[src/rtl/tpc_pkg.sv]
// Shared types and constants for the text pager cursor tracker.
// No dependencies; imported by every module of the block.
package tpc_pkg;

  // Geometry defaults
  localparam int SCREEN_COLS_DEF = 80;
  localparam int TAB_WIDTH_DEF   = 8;
  localparam int COL_W           = 7;
  localparam int LINE_W          = 8;
  localparam logic [LINE_W-1:0] PAGE_LINES_RST = 8'd22;

  // Depth of the front-to-back queue
  localparam int Q_DEPTH = 2;

  // Byte codes
  localparam logic [7:0] CH_BS    = 8'h08;
  localparam logic [7:0] CH_TAB   = 8'h09;
  localparam logic [7:0] CH_LF    = 8'h0A;
  localparam logic [7:0] CH_CR    = 8'h0D;
  localparam logic [7:0] CH_SPACE = 8'h20;
  localparam logic [7:0] CH_QUOTE = 8'h27;
  localparam logic [7:0] CH_QMARK = 8'h3F;
  localparam logic [7:0] CH_UC_N  = 8'h4E;
  localparam logic [7:0] CH_UC_Q  = 8'h51;
  localparam logic [7:0] CH_LC_N  = 8'h6E;
  localparam logic [7:0] CH_LC_Q  = 8'h71;
  localparam logic [7:0] CH_HIBIT = 8'h80;

  // Request types
  localparam logic REQ_TEXT = 1'b0;
  localparam logic REQ_KEY  = 1'b1;

  // Action codes reported on the result
  localparam logic [2:0] ACT_NONE   = 3'd0;
  localparam logic [2:0] ACT_PAGE   = 3'd1;
  localparam logic [2:0] ACT_LINE   = 3'd2;
  localparam logic [2:0] ACT_QUIT   = 3'd3;
  localparam logic [2:0] ACT_REWIND = 3'd4;
  localparam logic [2:0] ACT_SKIP   = 3'd5;

  // Class of a text byte
  typedef enum logic [2:0] {
    CLS_LF,
    CLS_CR,
    CLS_BS,
    CLS_TAB,
    CLS_PRINT
  } txt_cls_t;

  typedef struct packed {
    logic       req_type;
    logic [7:0] data_byte;
  } req_t;

  typedef struct packed {
    logic [7:0] out_byte;
    logic       out_valid;
    logic       page_end;
    logic [2:0] action;
    logic       rejected;
  } rsp_t;

  // Classified item handed from front to back
  typedef struct packed {
    logic       is_key;
    txt_cls_t   cls;
    logic [7:0] obyte;
    logic [2:0] act;
  } work_t;

endpackage

[src/rtl/tpc_front.sv]
// Front decoder: classifies text bytes and key codes.
// Depends on tpc_pkg.
module tpc_front
  import tpc_pkg::*;
(
  input  req_t  req,
  output work_t work
);

  always_comb begin
    work        = '0;
    work.is_key = (req.req_type == REQ_KEY);
    work.obyte  = req.data_byte;
    work.cls    = CLS_PRINT;
    work.act    = ACT_NONE;

    unique case (req.data_byte)
      CH_LF:   work.cls = CLS_LF;
      CH_CR:   work.cls = CLS_CR;
      CH_BS:   work.cls = CLS_BS;
      CH_TAB:  work.cls = CLS_TAB;
      default: begin
        work.cls = CLS_PRINT;
        // control and high-bit bytes are sanitized
        if (req.data_byte < CH_SPACE || (req.data_byte & CH_HIBIT) != 8'd0) begin
          work.obyte = CH_QMARK;
        end
      end
    endcase

    unique case (req.data_byte) inside
      CH_SPACE:         work.act = ACT_PAGE;
      CH_CR, CH_LF:     work.act = ACT_LINE;
      CH_LC_Q, CH_UC_Q: work.act = ACT_QUIT;
      CH_QUOTE:         work.act = ACT_REWIND;
      CH_LC_N, CH_UC_N: work.act = ACT_SKIP;
      default:          work.act = ACT_NONE;
    endcase
  end

endmodule

[src/rtl/tpc_queue.sv]
// Short queue between the front decoder and the back executor.
// Depends on tpc_pkg for the work item type and depth.
module tpc_queue
  import tpc_pkg::*;
(
  input  logic  clk,
  input  logic  rst,
  input  logic  push,
  input  work_t push_item,
  output logic  full,
  input  logic  pop,
  output work_t pop_item,
  output logic  not_empty
);

  localparam int PTR_W = (Q_DEPTH > 1) ? $clog2(Q_DEPTH) : 1;
  localparam int CNT_W = $clog2(Q_DEPTH + 1);
  localparam logic [PTR_W-1:0] PTR_LAST = PTR_W'(Q_DEPTH - 1);
  localparam logic [CNT_W-1:0] CNT_FULL = CNT_W'(Q_DEPTH);

  work_t             slot [Q_DEPTH];
  logic [PTR_W-1:0]  wr_ptr;
  logic [PTR_W-1:0]  rd_ptr;
  logic [CNT_W-1:0]  count;

  assign full      = (count == CNT_FULL);
  assign not_empty = (count != '0);
  assign pop_item  = slot[rd_ptr];

  always_ff @(posedge clk) begin
    if (push) begin
      slot[wr_ptr] <= push_item;
    end
  end

  always_ff @(posedge clk) begin
    if (rst) begin
      wr_ptr <= '0;
      rd_ptr <= '0;
      count  <= '0;
    end else begin
      if (push) begin
        wr_ptr <= (wr_ptr == PTR_LAST) ? '0 : wr_ptr + 1'b1;
      end
      if (pop) begin
        rd_ptr <= (rd_ptr == PTR_LAST) ? '0 : rd_ptr + 1'b1;
      end
      case ({push, pop})
        2'b10:   count <= count + 1'b1;
        2'b01:   count <= count - 1'b1;
        default: count <= count;
      endcase
    end
  end

  assert property (@(posedge clk) disable iff (rst) push |-> !full)
    else $error("queue push while full");
  assert property (@(posedge clk) disable iff (rst) pop |-> not_empty)
    else $error("queue pop while empty");
  assert property (@(posedge clk) disable iff (rst) count <= CNT_FULL)
    else $error("queue count out of range");

endmodule

[src/rtl/tpc_back.sv]
// Back executor: cursor column/line, pause state, page size and result register.
// Depends on tpc_pkg.
module tpc_back
  import tpc_pkg::*;
#(
  parameter int SCREEN_COLS = SCREEN_COLS_DEF,
  parameter int TAB_WIDTH   = TAB_WIDTH_DEF
) (
  input  logic        clk,
  input  logic        rst,
  input  logic        cfg_we,
  input  logic [7:0]  cfg_data,
  input  logic        q_valid,
  input  work_t       q_item,
  output logic        q_pop,
  output logic        rsp_valid,
  input  logic        rsp_stall,
  output rsp_t        rsp
);

  localparam int PH_W = (TAB_WIDTH > 1) ? $clog2(TAB_WIDTH) : 1;
  localparam logic [COL_W-1:0]  COL_LAST   = COL_W'(SCREEN_COLS - 1);
  localparam logic [PH_W-1:0]   PH_LAST    = PH_W'(TAB_WIDTH - 1);
  localparam logic [PH_W-1:0]   PH_AT_LAST = PH_W'((SCREEN_COLS - 1) % TAB_WIDTH);
  localparam logic [COL_W:0]    COLS_X     = (COL_W + 1)'(SCREEN_COLS);
  localparam logic [COL_W:0]    TAB_X      = (COL_W + 1)'(TAB_WIDTH);
  localparam logic [LINE_W-1:0] LINE_MAX   = '1;

  logic [COL_W-1:0]  col, col_next;
  logic [PH_W-1:0]   phase, phase_next;   // col modulo TAB_WIDTH
  logic [LINE_W-1:0] line, line_next;
  logic              paused, paused_next;
  logic [LINE_W-1:0] page_lines;
  rsp_t              res;

  logic [LINE_W-1:0] line_inc;
  logic              page_full;
  logic [COL_W:0]    tab_col;
  logic [COL_W:0]    prn_col;
  logic              wrap;

  assign q_pop = q_valid && (!rsp_valid || !rsp_stall);

  assign line_inc  = (line == LINE_MAX) ? line : line + 1'b1;
  assign page_full = (line_inc >= page_lines);
  assign tab_col   = {1'b0, col} + TAB_X - (COL_W + 1)'(phase);
  assign prn_col   = {1'b0, col} + 1'b1;

  always_comb begin
    col_next    = col;
    phase_next  = phase;
    line_next   = line;
    paused_next = paused;
    res         = '0;
    wrap        = 1'b0;

    if (!q_item.is_key) begin
      if (paused) begin
        res.rejected = 1'b1;
      end else begin
        res.out_valid = 1'b1;
        res.out_byte  = q_item.obyte;
        case (q_item.cls)
          CLS_LF: begin
            wrap = 1'b1;
          end
          CLS_CR: begin
            col_next   = '0;
            phase_next = '0;
          end
          CLS_BS: begin
            if (col != '0) begin
              col_next   = col - 1'b1;
              phase_next = (phase == '0) ? PH_LAST : phase - 1'b1;
            end else begin
              col_next   = COL_LAST;
              phase_next = PH_AT_LAST;
              line_next  = (line != '0) ? line - 1'b1 : line;
            end
          end
          CLS_TAB: begin
            if (tab_col >= COLS_X) begin
              wrap = 1'b1;
            end else begin
              col_next   = tab_col[COL_W-1:0];
              phase_next = '0;
            end
          end
          default: begin
            if (prn_col >= COLS_X) begin
              wrap = 1'b1;
            end else begin
              col_next   = prn_col[COL_W-1:0];
              phase_next = (phase == PH_LAST) ? '0 : phase + 1'b1;
            end
          end
        endcase
        if (wrap) begin
          col_next   = '0;
          phase_next = '0;
          line_next  = line_inc;
          if (page_full) begin
            paused_next  = 1'b1;
            res.page_end = 1'b1;
          end
        end
      end
    end else if (paused && q_item.act != ACT_NONE) begin
      res.action  = q_item.act;
      paused_next = 1'b0;
      if (q_item.act == ACT_LINE) begin
        line_next = (page_lines != '0) ? page_lines - 1'b1 : '0;
      end else begin
        line_next = '0;
      end
    end
  end

  always_ff @(posedge clk) begin
    if (rst) begin
      col        <= '0;
      phase      <= '0;
      line       <= '0;
      paused     <= 1'b0;
      page_lines <= PAGE_LINES_RST;
      rsp_valid  <= 1'b0;
    end else begin
      if (cfg_we) begin
        page_lines <= cfg_data;
      end
      if (q_pop) begin
        col       <= col_next;
        phase     <= phase_next;
        line      <= line_next;
        paused    <= paused_next;
        rsp_valid <= 1'b1;
      end else if (!rsp_stall) begin
        rsp_valid <= 1'b0;
      end
    end
  end

  always_ff @(posedge clk) begin
    if (q_pop) begin
      rsp <= res;
    end
  end

  assert property (@(posedge clk) disable iff (rst) col <= COL_LAST)
    else $error("cursor column past last column");
  assert property (@(posedge clk) disable iff (rst) q_pop && res.page_end |=> paused)
    else $error("page end without pause");
  assert property (@(posedge clk) disable iff (rst)
      q_pop && !q_item.is_key && paused |=> rsp.rejected && !rsp.out_valid && $stable(col))
    else $error("text while paused not dropped");
  assert property (@(posedge clk) disable iff (rst) q_pop && res.action != ACT_NONE |=> !paused)
    else $error("key action did not resume");

endmodule

[src/rtl/text_pager_cursor_tracker.sv]
// Top level of the text pager cursor tracker: front decoder, queue, back executor.
// Depends on tpc_pkg, tpc_front, tpc_queue and tpc_back.
//
//   channel | signals                       | payload        | flow control
//   --------+-------------------------------+----------------+------------------------
//   request | req_valid, req_stall, req     | req_t          | transfer: valid & !stall
//   result  | rsp_valid, rsp_stall, rsp     | rsp_t          | transfer: valid & !stall
//   config  | cfg_valid, cfg_ready, cfg_data| page_lines, 8b | transfer: valid & ready
//
// One item per cycle sustained while the result side does not stall; each request gives
// one result (decode into the queue, then the cursor update into the result register).
// The cursor update is a loop on the column/line/pause registers in the back part.
// Synchronous active-high reset clears the cursor, the pause flag, the queue and
// sets page_lines to 22. The front stalls only when the queue is full; the back
// keeps working while the result register is free or being taken.
module text_pager_cursor_tracker
  import tpc_pkg::*;
#(
  parameter int SCREEN_COLS = SCREEN_COLS_DEF,
  parameter int TAB_WIDTH   = TAB_WIDTH_DEF
) (
  input  logic       clk,
  input  logic       rst,
  // request channel
  input  logic       req_valid,
  output logic       req_stall,
  input  req_t       req,
  // result channel
  output logic       rsp_valid,
  input  logic       rsp_stall,
  output rsp_t       rsp,
  // page size register
  input  logic       cfg_valid,
  output logic       cfg_ready,
  input  logic [7:0] cfg_data
);

  work_t dec_item;
  work_t q_item;
  logic  q_full;
  logic  q_valid;
  logic  q_pop;
  logic  req_xfer;

  // the user must send config writes only while idle, which the block does not enforce; the port is always ready
  assign cfg_ready = 1'b1;

  // a request transfers whenever the queue has room
  assign req_stall = q_full;
  assign req_xfer  = req_valid && !req_stall;

  tpc_front u_front (
    .req  (req),
    .work (dec_item)
  );

  tpc_queue u_queue (
    .clk       (clk),
    .rst       (rst),
    .push      (req_xfer),
    .push_item (dec_item),
    .full      (q_full),
    .pop       (q_pop),
    .pop_item  (q_item),
    .not_empty (q_valid)
  );

  tpc_back #(
    .SCREEN_COLS (SCREEN_COLS),
    .TAB_WIDTH   (TAB_WIDTH)
  ) u_back (
    .clk       (clk),
    .rst       (rst),
    .cfg_we    (cfg_valid && cfg_ready),
    .cfg_data  (cfg_data),
    .q_valid   (q_valid),
    .q_item    (q_item),
    .q_pop     (q_pop),
    .rsp_valid (rsp_valid),
    .rsp_stall (rsp_stall),
    .rsp       (rsp)
  );

endmodule

[config.mk]
export PLATFORM = sky130hd
export DESIGN_NAME = text_pager_cursor_tracker
export DESIGN_NICKNAME = d
export VERILOG_FILES = /design/src/rtl/tpc_pkg.sv /design/src/rtl/tpc_front.sv /design/src/rtl/tpc_queue.sv /design/src/rtl/tpc_back.sv /design/src/rtl/text_pager_cursor_tracker.sv
export SDC_FILE = /design/constraint.sdc
export NUM_CORES = 1
export LEC_CHECK = 0
export ABC_AREA = 1
export BUFFER_PORTS_ARGS = -buffer_cell sky130_fd_sc_hd__buf_4
export CORE_MARGIN = 8
export CORE_UTILIZATION = 55
export DETAILED_ROUTE_END_ITERATION = 7
export PLACE_DENSITY = 0.82
export RECOVER_POWER = 25
export SYNTH_ARGS = -nofsm -noshare
export SYNTH_HDL_FRONTEND = slang
export SYNTH_SLANG_ARGS = --single-unit
export TNS_END_PERCENT = 100
[constraint.sdc]
create_clock -name clk -period 2.5 [get_ports clk]
set_input_delay 0.125 -clock clk [delete_from_list [all_inputs] [get_ports clk]]
set_output_delay 0.125 -clock clk [all_outputs]
set_load 0.03 [all_outputs]
==> reports/summary.md <==
### Run status
* complete, no violations — status

### Timing
* 10.4 ps — worst hold slack
* 404 MHz — Fmax
* 0 ps — Setup TNS
* 0 — number of pins exceeding their max-slew limit in the final report
* yes — unrepaired setup endpoints after global routing
* 0 — Hold Violations, Final
* 99.0% — final critical-path share of the clock period
* 24.0 ps — Worst Slack Setup Final
* 0 — total of endpoints with negative setup slack in the final report
* 2480 ps — Period minus WS final
* 49.8% — Max transition margin
* 10.3 ps — maximum clock skew at final layout
* 749 ps — transition time at the pin with the least slew margin

### Setup path
* 6 — Max FO, Critical Path
* flop — crit start category
* 20 — depth of the most critical reg-to-reg path
* 2760 ps — required time at the worst-slack endpoint
* u_back.phase[1]$_SDFFE_PP0P_ — worst r2r src
* u_back.phase[1]$_SDFFE_PP0P_ — launching element of the worst setup path
* 2740 ps — arrival time at the worst endpoint
* reg2reg — kind of critical path
* 20 ps — r2r setup slk
* flop — critical path capture point type
* u_back.line[3]$_SDFFE_PP0P_ — worst reg2reg endpoint

### Synthesis
* 41 — synth unique cells
* 0 — number of warnings issued by yosys
* 3.10% — XOR/XNOR share of the synthesized area
* 0.234% — mux cell area share after synthesis
* 41.2% — sequential-to-total area share from yosys stat
* 77 — flops & latches, synth
* 7.82 um^2 — synthesized area divided by synthesized cell count
* 615 — Syn Inst Count
* 4810 um^2 — netlist area before placement
* 26.9% — simple-gate area share of the yosys netlist
* 8.49% — post-synthesis adder-cell area fraction
* simple AND/OR/NAND/NOR gates — main combinational cell family by area after synthesis
* 11.7% — fraction of the mapped netlist area in compound gates

### Clock tree
* 3 — Max H-tree Level
* yes — TritonCTS clock tree
* 2 — clock buffer depth
* 360 ps — insertion delay to the later sink of the worst-skew pair
* 77 — Num Clock Sinks
* 100 ps — CTS clk-pin slew, worst paths
* 9 — cts bufs inserted
* sky130_fd_sc_hd__clkbuf_8 — CTS root buffer

### Cells and area
* 2600 um^2 — combined area of the multi-input logic cells
* 20.6% — fraction of layout instances using a drive strength above 1
* 0 — total inserted antenna cells
* sky130_fd_sc_hd__nand2_1 (136), sky130_fd_sc_hd__inv_1 (71), sky130_fd_sc_hd__nor2_1 (59) — leading cell types in the layout, fill and taps excluded
* 67.7% — final cell utilization of the core
* 1990 um^2 — Reg area
* sky130_fd_sc_hd__nand2_1 — most frequent standard cell in the layout excluding fill and tap cells
* 21.0% — synthesis-to-layout area growth
* 678 — number of inserted filler cells in the final layout
* 749 — Net count, final

### Pwr
* 0.000723 V — worst supply voltage drop on vdd
* 2.63 nW — total leakage power
* 1120 nW/um^2 — total power per unit cell area

### Route
* 5.50 — via-per-instance ratio
* 0 — number of design rule violations left after detail routing
* 14.7 um — Avg WL per Cell
* 4444 — vias
* 5 — TritonRoute pass-1 iters
* 0 — antenna viol nets, final
* 11.9 mm — total wire length after detailed routing
* 406 — Iter 0 DRT Violations

### Floorplan
* 12000 um^2 — die outline area
* 55.9% — initial standard-cell utilization of the core
* 34 — FP Rows
* 109 um — die extent in x
* 8590 um^2 — core region area
* 39 — number of primary I/O pins
* 109 um — DIE HEIGHT

### Place
* 37 — total of buffers placed on input and output ports
* -143 ps — placement-stage worst setup slack
* 0.920 — Final Wtd Congestion
* 8.59 mm — DP Wirelength

### Run
* 0 — reported max-cap violation count

### Worst hold path
* 2 — Hold Path Depth
* in2reg — hold crit path type
* u_back.page_lines[4]$_SDFFE_PP1P_ — Worst Hold Endpoint
* cfg_valid — min-delay src

### GRT
* 0 — residual overflow from global routing
* 0 — antenna violations before repair
* 19.4 mm — first-pass GRT wire length
* 21 — pin count of the biggest net entering global routing
* 20.2% — aggregate global-route resource usage
* 4290 — vias in the first global route

routing by layer:
layer,part of all wire (%),GRT usage (%),vias to the layer above
li1,-,-,2195
met1,43,24.1,2047
met2,49,33.9,171
met3,6.1,3.93,31
met4,2.6,9.93,0
met5,0,0,-
sequential cells by signal, indices dropped and copies added, names as in the netlist, named ones only:
signal and count:
u_queue.slot 30, u_back.rsp 14, u_back.line 8, u_back.page_lines 8, u_back.col 7, u_back.phase 3, u_queue.count 2, u_back.paused 1
u_back.rsp_valid 1, u_queue.rd_ptr 1, u_queue.wr_ptr 1
worst max-delay path, stage by stage (launching register included):
cell and delay (ps):
sky130_fd_sc_hd__dfxtp_2 340, sky130_fd_sc_hd__inv_2 50, sky130_fd_sc_hd__ha_4 260, sky130_fd_sc_hd__ha_4 120, sky130_fd_sc_hd__inv_2 30, sky130_fd_sc_hd__fa_2 340
sky130_fd_sc_hd__inv_2 70, sky130_fd_sc_hd__nand2_2 60, sky130_fd_sc_hd__nand4_1 90, sky130_fd_sc_hd__nand2_2 70, sky130_fd_sc_hd__nand2_2 60, sky130_fd_sc_hd__nand2_1 50
sky130_fd_sc_hd__nand2_1 70, sky130_fd_sc_hd__nand2_2 80, sky130_fd_sc_hd__nand2_4 120, sky130_fd_sc_hd__nand2_8 100, sky130_fd_sc_hd__buf_6 150, sky130_fd_sc_hd__nor2_4 80
sky130_fd_sc_hd__nor2_2 50, sky130_fd_sc_hd__nor2_1 110, sky130_fd_sc_hd__nor2_1 50
cell type report:
type / instances / share of cell area [%]
Sequential cell: 77 / 34.2
Tap cell: 108 / 2.32
Timing Repair Buffer: 78 / 10.2
Clock buffer: 9 / 2.13
Clock inverter: 7 / 1.10
Inverter: 82 / 5.33
Multi-Input combinational cell: 447 / 44.7
synth_stat cells, drive strengths merged:
cell	number	share of area, %
o2111ai	3	0.55
ha	31	8.1
nor2	73	6.3
o31ai	1	0.16
nand2	151	13
nor3	8	1.1
xor2	14	2.6
a21oi	42	4.4
clkbuf	4	0.34
o21a	3	0.47
nand4	16	2.1
nand3b	1	0.16
edfxtp	44	27
fa	1	0.42
o221ai	1	0.18
buf	8	1.4
xnor2	3	0.55
nand3	39	4.1
dfxtp	33	14
mux2	1	0.23
o21ai	42	4.5
a31oi	3	0.39
inv	79	6.2
a21boi	2	0.39
clkinv	3	0.23
nor4	2	0.26
or2	1	0.13
o211ai	4	0.62
conb	2	0.16
stage by stage:
stage / area (um^2) / cells / power [mW]
after floorplan: 4810 / 616 / 4.26
after global placement: 5380 / 781 / 5.13
after detailed placement: 5380 / 781 / 5.21
after CTS: 5700 / 803 / 6.30
after global routing: 5820 / 808 / 7.00
final: 5820 / 808 / 6.51
logic make-up after synthesis:
group / after synthesis
other: 2
flip-flops: 77
multiplexers: 1
AND/OR/NAND/NOR: 291
AO/OA/AOI/OAI: 101
buffers and inverters: 94
XOR/XNOR: 17
adder cells (fa/ha/maj): 32
where the power goes:
part           total, mW  switching (mW)  leakage, nW  internal, mW
combinational       3.71            2.30         1.86          1.40
sequential          1.88           0.171        0.681          1.71
clock              0.925           0.542       0.0903         0.383
worst max path at each step:
stage                                       end  slack (ps)  cells after the start
floorplan           u_back.line[2]$_SDFFE_PP0P_         100                     22
global placement    u_back.line[3]$_SDFFE_PP0P_         -50                     20
detailed placement  u_back.line[3]$_SDFFE_PP0P_        -140                     20
CTS                 u_back.line[1]$_SDFFE_PP0P_          20                     21
global route        u_back.line[1]$_SDFFE_PP0P_        -140                     19
finish              u_back.line[3]$_SDFFE_PP0P_          20                     20
repair_timing:
| action | CTS | global route |
|---|---|---|
| pin swaps | 11 | 12 |
| gates resized for setup | 20 | 28 |
| endpoints found under the setup margin | 20 | 20 |
| hold buffers | 3 | 0 |
| endpoints found under the hold margin | 4 | 0 |
| buffers inserted | 2 | 4 |
| gates cloned | 1 | 1 |
Power figures use the tool's default switching activity.
